--- src/rtl/tgc_pkg.sv ---
// shared types and constants for the touch gesture classifier
// no dependencies
`default_nettype none

package tgc_pkg;

	localparam int COORD_BITS_DEF = 12;
	localparam int FIELD_BITS     = 12;
	localparam int EXT_BITS       = 16;
	localparam int TIME_BITS      = 32;
	localparam int MAX_TIME_BITS  = 16;

	localparam logic [FIELD_BITS-1:0]    SWIPE_MIN_RST = 12'd30;
	localparam logic [MAX_TIME_BITS-1:0] MAX_TIME_RST  = 16'd1500;

	typedef enum logic [0:0] {
		REG_SWIPE_MIN_TRAVEL = 1'b0,
		REG_MAX_GESTURE_TIME = 1'b1
	} reg_index_t;

	typedef enum logic [1:0] {
		EV_NONE = 2'd0,
		EV_TAP  = 2'd1,
		EV_UP   = 2'd2,
		EV_DOWN = 2'd3
	} event_t;

endpackage

`default_nettype wire

--- src/rtl/tgc_classify.sv ---
// gesture decision on release: swipe direction or tap
// depends on tgc_pkg
`default_nettype none

module tgc_classify import tgc_pkg::*; #(
	parameter int COORD_BITS = COORD_BITS_DEF
) (
	input  wire logic [COORD_BITS-1:0] start_x,
	input  wire logic [COORD_BITS-1:0] start_y,
	input  wire logic [COORD_BITS-1:0] last_x,
	input  wire logic [COORD_BITS-1:0] last_y,
	input  wire logic [FIELD_BITS-1:0] min_travel,
	input  wire logic                  time_ok,
	output event_t                     gesture
);

	logic [COORD_BITS-1:0] adx;
	logic [COORD_BITS-1:0] ady;
	logic [EXT_BITS-1:0]   adx_ext;
	logic [EXT_BITS-1:0]   ady_ext;
	logic [EXT_BITS-1:0]   min_ext;
	logic                  dx_neg;
	logic                  dy_neg;

	assign dx_neg  = last_x < start_x;
	assign dy_neg  = last_y < start_y;
	assign adx     = dx_neg ? start_x - last_x : last_x - start_x;
	assign ady     = dy_neg ? start_y - last_y : last_y - start_y;
	assign adx_ext = {{(EXT_BITS-COORD_BITS){1'b0}}, adx};
	assign ady_ext = {{(EXT_BITS-COORD_BITS){1'b0}}, ady};
	assign min_ext = {{(EXT_BITS-FIELD_BITS){1'b0}}, min_travel};

	always_comb begin
		gesture = EV_TAP;
		if (time_ok) begin
			if (ady_ext >= min_ext && ady >= adx) begin
				gesture = dy_neg ? EV_UP : EV_DOWN;
			end else if (adx_ext >= min_ext && adx > ady) begin
				gesture = dx_neg ? EV_UP : EV_DOWN;
			end
		end
	end

endmodule

`default_nettype wire

--- src/rtl/touch_gesture_classifier_core.sv ---
// touch gesture classifier top level: input register, touch tracking, result register
// depends on tgc_pkg and tgc_classify
//
// channel  dir  handshake         payload
// s_       in   s_tvalid/tready   tuser: pressed; tdata: sample_x, sample_y, now_ms
// m_       out  m_tvalid/tready   tuser: event_res; tdata: pos_x, pos_y, touching, position_valid
// cfg_     in   cfg_valid/ready   cfg_index, cfg_data (always ready)
//
// one word per cycle sustained while the output is not stalled; a word is captured in the
// input register and its result is written from there into the output register
// the touch state updates once per word as it leaves the input register
// a stalled output holds its word while one more input word waits in the input register
// reset clears the touch state and loads the default thresholds
`default_nettype none

module touch_gesture_classifier_core import tgc_pkg::*; #(
	parameter int COORD_BITS = COORD_BITS_DEF
) (
	input  wire logic                     clk,
	input  wire logic                     arst_n,
	input  wire logic                     s_tvalid,
	output logic                          s_tready,
	input  wire logic [55:0]              s_tdata,   // sample_x, sample_y, now_ms
	input  wire logic                     s_tuser,   // pressed
	output logic                          m_tvalid,
	input  wire logic                     m_tready,
	output logic [31:0]                   m_tdata,   // pos_x, pos_y, touching, position_valid, zeros
	output logic [1:0]                    m_tuser,   // event_res
	input  wire logic                     cfg_valid,
	output logic                          cfg_ready,
	input  wire logic [0:0]               cfg_index,
	input  wire logic [MAX_TIME_BITS-1:0] cfg_data
);

	logic                    valid_s1;
	logic                    pressed_s1;
	logic [FIELD_BITS-1:0]   x_s1;
	logic [FIELD_BITS-1:0]   y_s1;
	logic [TIME_BITS-1:0]    now_s1;
	logic                    adv_s1;

	logic [FIELD_BITS-1:0]    min_travel_q;
	logic [MAX_TIME_BITS-1:0] max_time_q;

	logic                  touch_down_q;
	logic                  have_pos_q;
	logic [COORD_BITS-1:0] start_x_q;
	logic [COORD_BITS-1:0] start_y_q;
	logic [COORD_BITS-1:0] last_x_q;
	logic [COORD_BITS-1:0] last_y_q;
	logic [TIME_BITS-1:0]  start_time_q;

	logic [COORD_BITS-1:0] sx;
	logic [COORD_BITS-1:0] sy;
	logic [EXT_BITS-1:0]   sx_ext;
	logic [EXT_BITS-1:0]   sy_ext;
	logic [TIME_BITS-1:0]  elapsed;
	logic                  time_ok;
	event_t                gesture;

	logic                  touch_down_d;
	logic                  have_pos_d;
	logic [COORD_BITS-1:0] last_x_d;
	logic [COORD_BITS-1:0] last_y_d;
	logic [EXT_BITS-1:0]   pos_x_ext;
	logic [EXT_BITS-1:0]   pos_y_ext;
	event_t                event_d;

	// handshakes
	assign adv_s1    = valid_s1 && (!m_tvalid || m_tready);
	assign s_tready  = !valid_s1 || adv_s1;
	assign cfg_ready = 1'b1;

	always_ff @(posedge clk or negedge arst_n) begin
		if (!arst_n) begin
			valid_s1 <= 1'b0;
		end else if (s_tready) begin
			valid_s1 <= s_tvalid;
		end
	end

	always_ff @(posedge clk) begin
		if (s_tready && s_tvalid) begin
			pressed_s1 <= s_tuser;
			x_s1       <= s_tdata[11:0];
			y_s1       <= s_tdata[23:12];
			now_s1     <= s_tdata[55:24];
		end
	end

	// threshold registers
	always_ff @(posedge clk or negedge arst_n) begin
		if (!arst_n) begin
			min_travel_q <= SWIPE_MIN_RST;
			max_time_q   <= MAX_TIME_RST;
		end else if (cfg_valid && cfg_ready) begin
			case (reg_index_t'(cfg_index))
				REG_SWIPE_MIN_TRAVEL: min_travel_q <= cfg_data[FIELD_BITS-1:0];
				REG_MAX_GESTURE_TIME: max_time_q   <= cfg_data;
				default: ;
			endcase
		end
	end

	// coordinates kept to COORD_BITS
	assign sx_ext = {{(EXT_BITS-FIELD_BITS){1'b0}}, x_s1};
	assign sy_ext = {{(EXT_BITS-FIELD_BITS){1'b0}}, y_s1};
	assign sx     = sx_ext[COORD_BITS-1:0];
	assign sy     = sy_ext[COORD_BITS-1:0];

	assign elapsed = now_s1 - start_time_q;
	assign time_ok = elapsed <= {{(TIME_BITS-MAX_TIME_BITS){1'b0}}, max_time_q};

	tgc_classify #(
		.COORD_BITS(COORD_BITS)
	) u_classify (
		.start_x   (start_x_q),
		.start_y   (start_y_q),
		.last_x    (last_x_q),
		.last_y    (last_y_q),
		.min_travel(min_travel_q),
		.time_ok   (time_ok),
		.gesture   (gesture)
	);

	always_comb begin
		touch_down_d = touch_down_q;
		have_pos_d   = have_pos_q;
		last_x_d     = last_x_q;
		last_y_d     = last_y_q;
		event_d      = EV_NONE;
		if (pressed_s1) begin
			touch_down_d = 1'b1;
			have_pos_d   = 1'b1;
			last_x_d     = sx;
			last_y_d     = sy;
		end else if (touch_down_q) begin
			touch_down_d = 1'b0;
			event_d      = gesture;
		end
	end

	// touch tracking state
	always_ff @(posedge clk or negedge arst_n) begin
		if (!arst_n) begin
			touch_down_q <= 1'b0;
			have_pos_q   <= 1'b0;
			start_x_q    <= '0;
			start_y_q    <= '0;
			last_x_q     <= '0;
			last_y_q     <= '0;
			start_time_q <= '0;
		end else if (adv_s1) begin
			touch_down_q <= touch_down_d;
			have_pos_q   <= have_pos_d;
			last_x_q     <= last_x_d;
			last_y_q     <= last_y_d;
			if (pressed_s1 && !touch_down_q) begin
				start_x_q    <= sx;
				start_y_q    <= sy;
				start_time_q <= now_s1;
			end
		end
	end

	// result register
	assign pos_x_ext = {{(EXT_BITS-COORD_BITS){1'b0}}, last_x_d};
	assign pos_y_ext = {{(EXT_BITS-COORD_BITS){1'b0}}, last_y_d};

	always_ff @(posedge clk or negedge arst_n) begin
		if (!arst_n) begin
			m_tvalid <= 1'b0;
		end else if (adv_s1) begin
			m_tvalid <= 1'b1;
		end else if (m_tready) begin
			m_tvalid <= 1'b0;
		end
	end

	always_ff @(posedge clk) begin
		if (adv_s1) begin
			m_tuser <= event_d;
			m_tdata <= {6'd0, have_pos_d, touch_down_d,
				pos_y_ext[FIELD_BITS-1:0], pos_x_ext[FIELD_BITS-1:0]};
		end
	end

	// checks
	a_event_ends_touch: assert property (@(posedge clk) disable iff (!arst_n)
		m_tvalid && m_tuser != EV_NONE |-> !m_tdata[24])
		else $error("gesture reported while touch still active");

	a_touch_has_pos: assert property (@(posedge clk) disable iff (!arst_n)
		touch_down_q |-> have_pos_q)
		else $error("touch in progress without a recorded position");

	a_no_pos_zero: assert property (@(posedge clk) disable iff (!arst_n)
		m_tvalid && !m_tdata[25] |-> m_tdata[23:0] == 24'd0 && m_tuser == EV_NONE)
		else $error("position or event reported before any touch");

endmodule

`default_nettype wire
--- config.mk ---
export PLATFORM = sky130hd
export DESIGN_NAME = touch_gesture_classifier_core
export DESIGN_NICKNAME = d
export VERILOG_FILES = /design/src/rtl/tgc_pkg.sv /design/src/rtl/tgc_classify.sv /design/src/rtl/touch_gesture_classifier_core.sv
export SDC_FILE = /design/constraint.sdc
export NUM_CORES = 1
export LEC_CHECK = 0
export BUFFER_PORTS_ARGS = -buffer_cell sky130_fd_sc_hd__buf_2
export CAP_MARGIN = 20
export CORE_MARGIN = 2
export CORE_UTILIZATION = 60
export CTS_BUF_LIST = sky130_fd_sc_hd__clkbuf_4 sky130_fd_sc_hd__clkbuf_8 sky130_fd_sc_hd__clkbuf_16
export DETAILED_ROUTE_END_ITERATION = 10
export PLACE_DENSITY = 0.92
export SYNTH_ARGS = -nofsm -noshare
export SYNTH_HDL_FRONTEND = slang
export SYNTH_SLANG_ARGS = --single-unit
--- constraint.sdc ---
create_clock -name clk -period 13.6 [get_ports clk]
set_clock_uncertainty 0.15 [all_clocks]
set_input_delay 2.72 -clock clk [delete_from_list [all_inputs] [get_ports clk]]
set_output_delay 2.72 -clock clk [all_outputs]
set_load 0.1 [all_outputs]
[After elaboration in Yosys (flattened, before gate mapping)]
Cells that the tools add are included.
Storage, ports and cells
  logic and storage cells: 62
  output and inout port bits: 37
  input port bits: 79
  bits in registers: 197
Operators by class
  order comparisons: 7
  muxes and demuxes: 13
  bitwise operators: 3
  add/subtract/negate cells: 5
  reductions and logical operators: 16
Operators by type and width (number)
  two-way mux 12 bit: 4
  subtractor 12 bit: 4
  greater-or-equal comparator 12 bit: 3
  <= comparator 32 x 16 -> 1 bit: 1
  subtractor 32 bit: 1
  less-than comparator 12 bit: 2
  > comparator 12 bit: 1
  two-way mux 1 bit: 7
  AND reduction 2 bit: 3
  logical AND 1 bit: 5
  two-way mux 2 bit: 2
  logical NOT 1 bit: 3
  inverter 1 bit: 3
  OR reduction 3 bit: 1
  logical OR 1 bit: 2
  nonzero test 2 bit: 1
  OR reduction 2 bit: 1

[Depth between registers and ports, before layout]
  depth after elaboration: 7
  mapped depth: 24
  mapped depth without buffers: 23

[Hierarchy]
A second synthesis with hierarchy kept.
Unflattened totals
  cell total of the unflattened synthesis: 1165
  area, all modules: 12743.5 sq um
By module, submodules not included
  touch_gesture_classifier_core: cells each 740, seq. area each 5368.9 sq um, instances 1, area each 9606.7 sq um
  tgc_classify: cells each 425, seq. area each 0.0 sq um, instances 1, area each 3136.8 sq um

[Worst setup path before layout]
OpenSTA, ideal clock, no wires.
  path kind: input-to-output
  start point: in m_tready
  end point: out s_tready
  slack: 7.188 ns
  data arrival time: 3.542 ns
  path buffers: 0
  required time: 10.730 ns
  cell stages on the path: 1
  cells stage by stage: nand3b_1
On the way
  cells in the longest elaborated chain, start to end: 3
Ends and longest elaborated chain
  from (decl): line touch_gesture_classifier_core.sv:26  | input wire logic m_tready,
  logical OR 1 bit: line touch_gesture_classifier_core.sv:70  | assign adv_s1 = valid_s1 && (!m_tvalid || m_tready);
  logical AND 1 bit: line touch_gesture_classifier_core.sv:70
  logical OR 1 bit: line touch_gesture_classifier_core.sv:71  | assign s_tready = !valid_s1 || adv_s1;
  to (decl): line touch_gesture_classifier_core.sv:22  | output logic s_tready,
Every way passes these cells.

[Final worst setup path]
Same ends and word-level chain as after synthesis.

==> results.json <==
{
  "slowest_delay_ns": 0.44,
  "synth_cell_types": 76,
  "ant_nets": 0,
  "critPathTopFamily": "buffers and inverters",
  "critPathKind": "input pin to output port",
  "diodes": 0,
  "critPathArrivalTime_ns": 3.37,
  "timing.hold.ws_ns": 0.3008,
  "setup_viol": 0,
  "powerDensity_nw_per_um2": 231.8,
  "max_freq_mhz": 160.2,
  "layout_common_cells": "inv_1 (138), ha_1 (129), nand2_1 (118)",
  "cts_made_buffers": 17,
  "cts_setup_buffers": 0,
  "clk_pin_slew_worst_paths_ns": 0.07,
  "layout_commonest_cell": "inv_1",
  "cts-htree-levels": 4,
  "power.switching_mw": 1.427,
  "crit_chain": "buf_2 -> nand3b_1 -> buf_2",
  "track_usage_pct": 25.96,
  "synth_edf_count": 85,
  "clock_sinks": 197,
  "grt_util_met2_pct": 43.36,
  "worstMarginPinSlew_ns": 1.024,
  "start_kind": "input pin",
  "synth-simple-area-share_pct": 11.22,
  "cpMostUsedCell": "buf_2",
  "synthArstFlopShare_pct": 56.85,
  "wl_per_cell_um": 17.09,
  "p_leak_nw": 6.304,
  "io_buffers": 108,
  "finalSetupTns_ns": 0,
  "cts-root-buf": "clkbuf_16",
  "viasPerCell": 5.889,
  "grt_setup_unrepaired": "false",
  "drive_gt1_share_pct": 19.32,
  "grt.overflow.total": 0,
  "grt_max_degree": 71,
  "hold_path.class": "flop to flop",
  "core_um2": 20360,
  "drc": 0,
  "vdd_ir_drop_max_mv": 0.1119,
  "period_share_pct": 45.89,
  "num_vias": 9517,
  "fin_util_pct": 68.03,
  "insertion_delay_ns": 0.46,
  "seq_area_frac_synth_pct": 42.93,
  "cts_tree": "done",
  "critPathSlowestCell": "buf_2",
  "synthMuxAreaShare_pct": 8.314,
  "die_w_um": 148.4,
  "fin_ws_ns": 7.358,
  "dr.first_iter.drc_count": 704,
  "ys_seq_elements": 197,
  "yosysWarnings": 0,
  "num_rows": 52,
  "slew_headroom_pct": 31.50,
  "cp.buffers_inverters": 2,
  "min_period_ns": 6.242,
  "met1_usage_pct": 34.75,
  "synthXorXnorAreaFrac_pct": 2.591,
  "syn_to_final_growth_pct": 10.79,
  "first_pass_iters": 6,
  "clockBufferDepth": 2,
  "cap_violations": 0,
  "ys.flop_type": "dfrtp_1",
  "post_cts_resized": 0,
  "synthCells": 1235,
  "status": "completed",
  "synth-adder-area-share_pct": 13.71,
  "die_y_um": 148.4,
  "synth_top_family_by_area": "compound AO/OA/AOI/OAI gates",
  "globalRoute.busiestLayer": "met2",
  "required_ns": 10.73,
  "pwr-share-comb_pct": 58.5,
  "avgSynthCellArea_um2": 10.13,
  "synthesis.area_um2": 12510,
  "grt_pass1_vias": 9523,
  "swShare_pct": 44.46,
  "p_seq_share_pct": 25.2,
  "p_clk_share_pct": 16.3,
  "finalHoldViolCount": 0,
  "crit_path_max_fanout": 3,
  "cts-hold-fix-buffers": 0,
  "place_hpwl_um": 20340,
  "synth_compound_area_share_pct": 15.34,
  "io-pin-count": 116,
  "slew_viol_final": 0,
  "num-fill-cells": 1502,
  "p_int_mw": 1.783,
  "use_met3_pct": 3.620,
  "antenna_found_initial": 0,
  "crit_path_end_kind": "output port",
  "wl_um": 27620,
  "dieArea_um2": 22010,
  "pre_cts_slack_ns": 7.356,
  "grt_pass1_wl_um": 45640,
  "final_nets": 1546,
  "gp_congestion": 0.9646,
  "start_util_pct": 61.41
}
per-stage QoR:
step / power, mW / cells / area (um^2)
floorplan: 2.245 / 1240 / 12520
global placement: 2.567 / 1584 / 13250
detailed placement: 2.650 / 1584 / 13250
CTS: 3.195 / 1616 / 13850
global route: 3.472 / 1616 / 13850
finish: 3.211 / 1616 / 13850
cells by family (layout without fill, tap and decap cells):
kind of cell | after synthesis | in the layout
AO/OA/AOI/OAI | 300 | 300
buffers and inverters | 180 | 286
other | 2 | 7
adder cells (fa/ha/maj) | 134 | 134
multiplexers | 94 | 94
flip-flops | 197 | 197
AND/OR/NAND/NOR | 291 | 291
XOR/XNOR | 37 | 37
layer usage:
layer / up-vias / wire length [um]
li1: 4579 / -
met2: 300 / 13250
met4: 0 / 636
met5: - / 0
met3: 59 / 1421
met1: 4579 / 12320
power groups by stage:
stage               registers (mW)  logic [mW]  clock network (mW)
detailed placement           0.819        1.83                   0
global route                 0.821        2.10               0.551
finish                       0.808        1.88               0.524
CTS                          0.808        1.85               0.533
global placement             0.810        1.76                   0
floorplan                    0.864        1.38                   0
Yosys cell counts, types with 15 or more instances:
cell type,n,area (um^2)
ha_1,129,1614
nor3_1,16,80.08
xnor2_1,26,227.7
nor2_1,58,217.7
edfxtp_1,85,2552
clkbuf_1,22,82.58
mux2i_1,15,150.1
inv_1,138,518.0
nand2_1,118,442.9
dfrtp_1,101,2527
o21ai_0,95,475.5
mux2_2,79,889.6
a21o_1,32,240.2
a21oi_1,74,370.4
path summary, 6_finish.rpt:
kind                                          from                            to  slack, ns  cells past startpoint
max                                       m_tready                      s_tready       7.36                      3
min                         have_pos_q$_DFFE_PN0P_        have_pos_q$_DFFE_PN0P_       0.30                      1
max reg2reg                last_x_q[0]$_DFFE_PN0P_      m_tuser[0]$_SDFFCE_PP0P_       7.54                     22
min reg2reg                 have_pos_q$_DFFE_PN0P_        have_pos_q$_DFFE_PN0P_       0.30                      1
max in group asynchronous                   arst_n      start_x_q[9]$_DFFE_PN0P_       9.88                      2
min in group asynchronous                   arst_n  start_time_q[20]$_DFFE_PN0P_       2.10                      1
final cells by class:
type,count,area (um^2),area share (%)
Clock buffer,18,432.9,3.125
Sequential cell,197,5369,38.75
Timing Repair Buffer,115,595.6,4.299
Clock inverter,14,168.9,1.219
Multi-Input combinational cell,863,6427,46.39
Inverter,139,523.0,3.775
Tap cell,270,337.8,2.438
registers in the layout, summed over array words and instances, names as in the netlist, 16 cells and up:
register	cells
start_time_q	32
now_s1	32
m_tdata	26
max_time_q	16
Power figures use the tool's default switching activity.
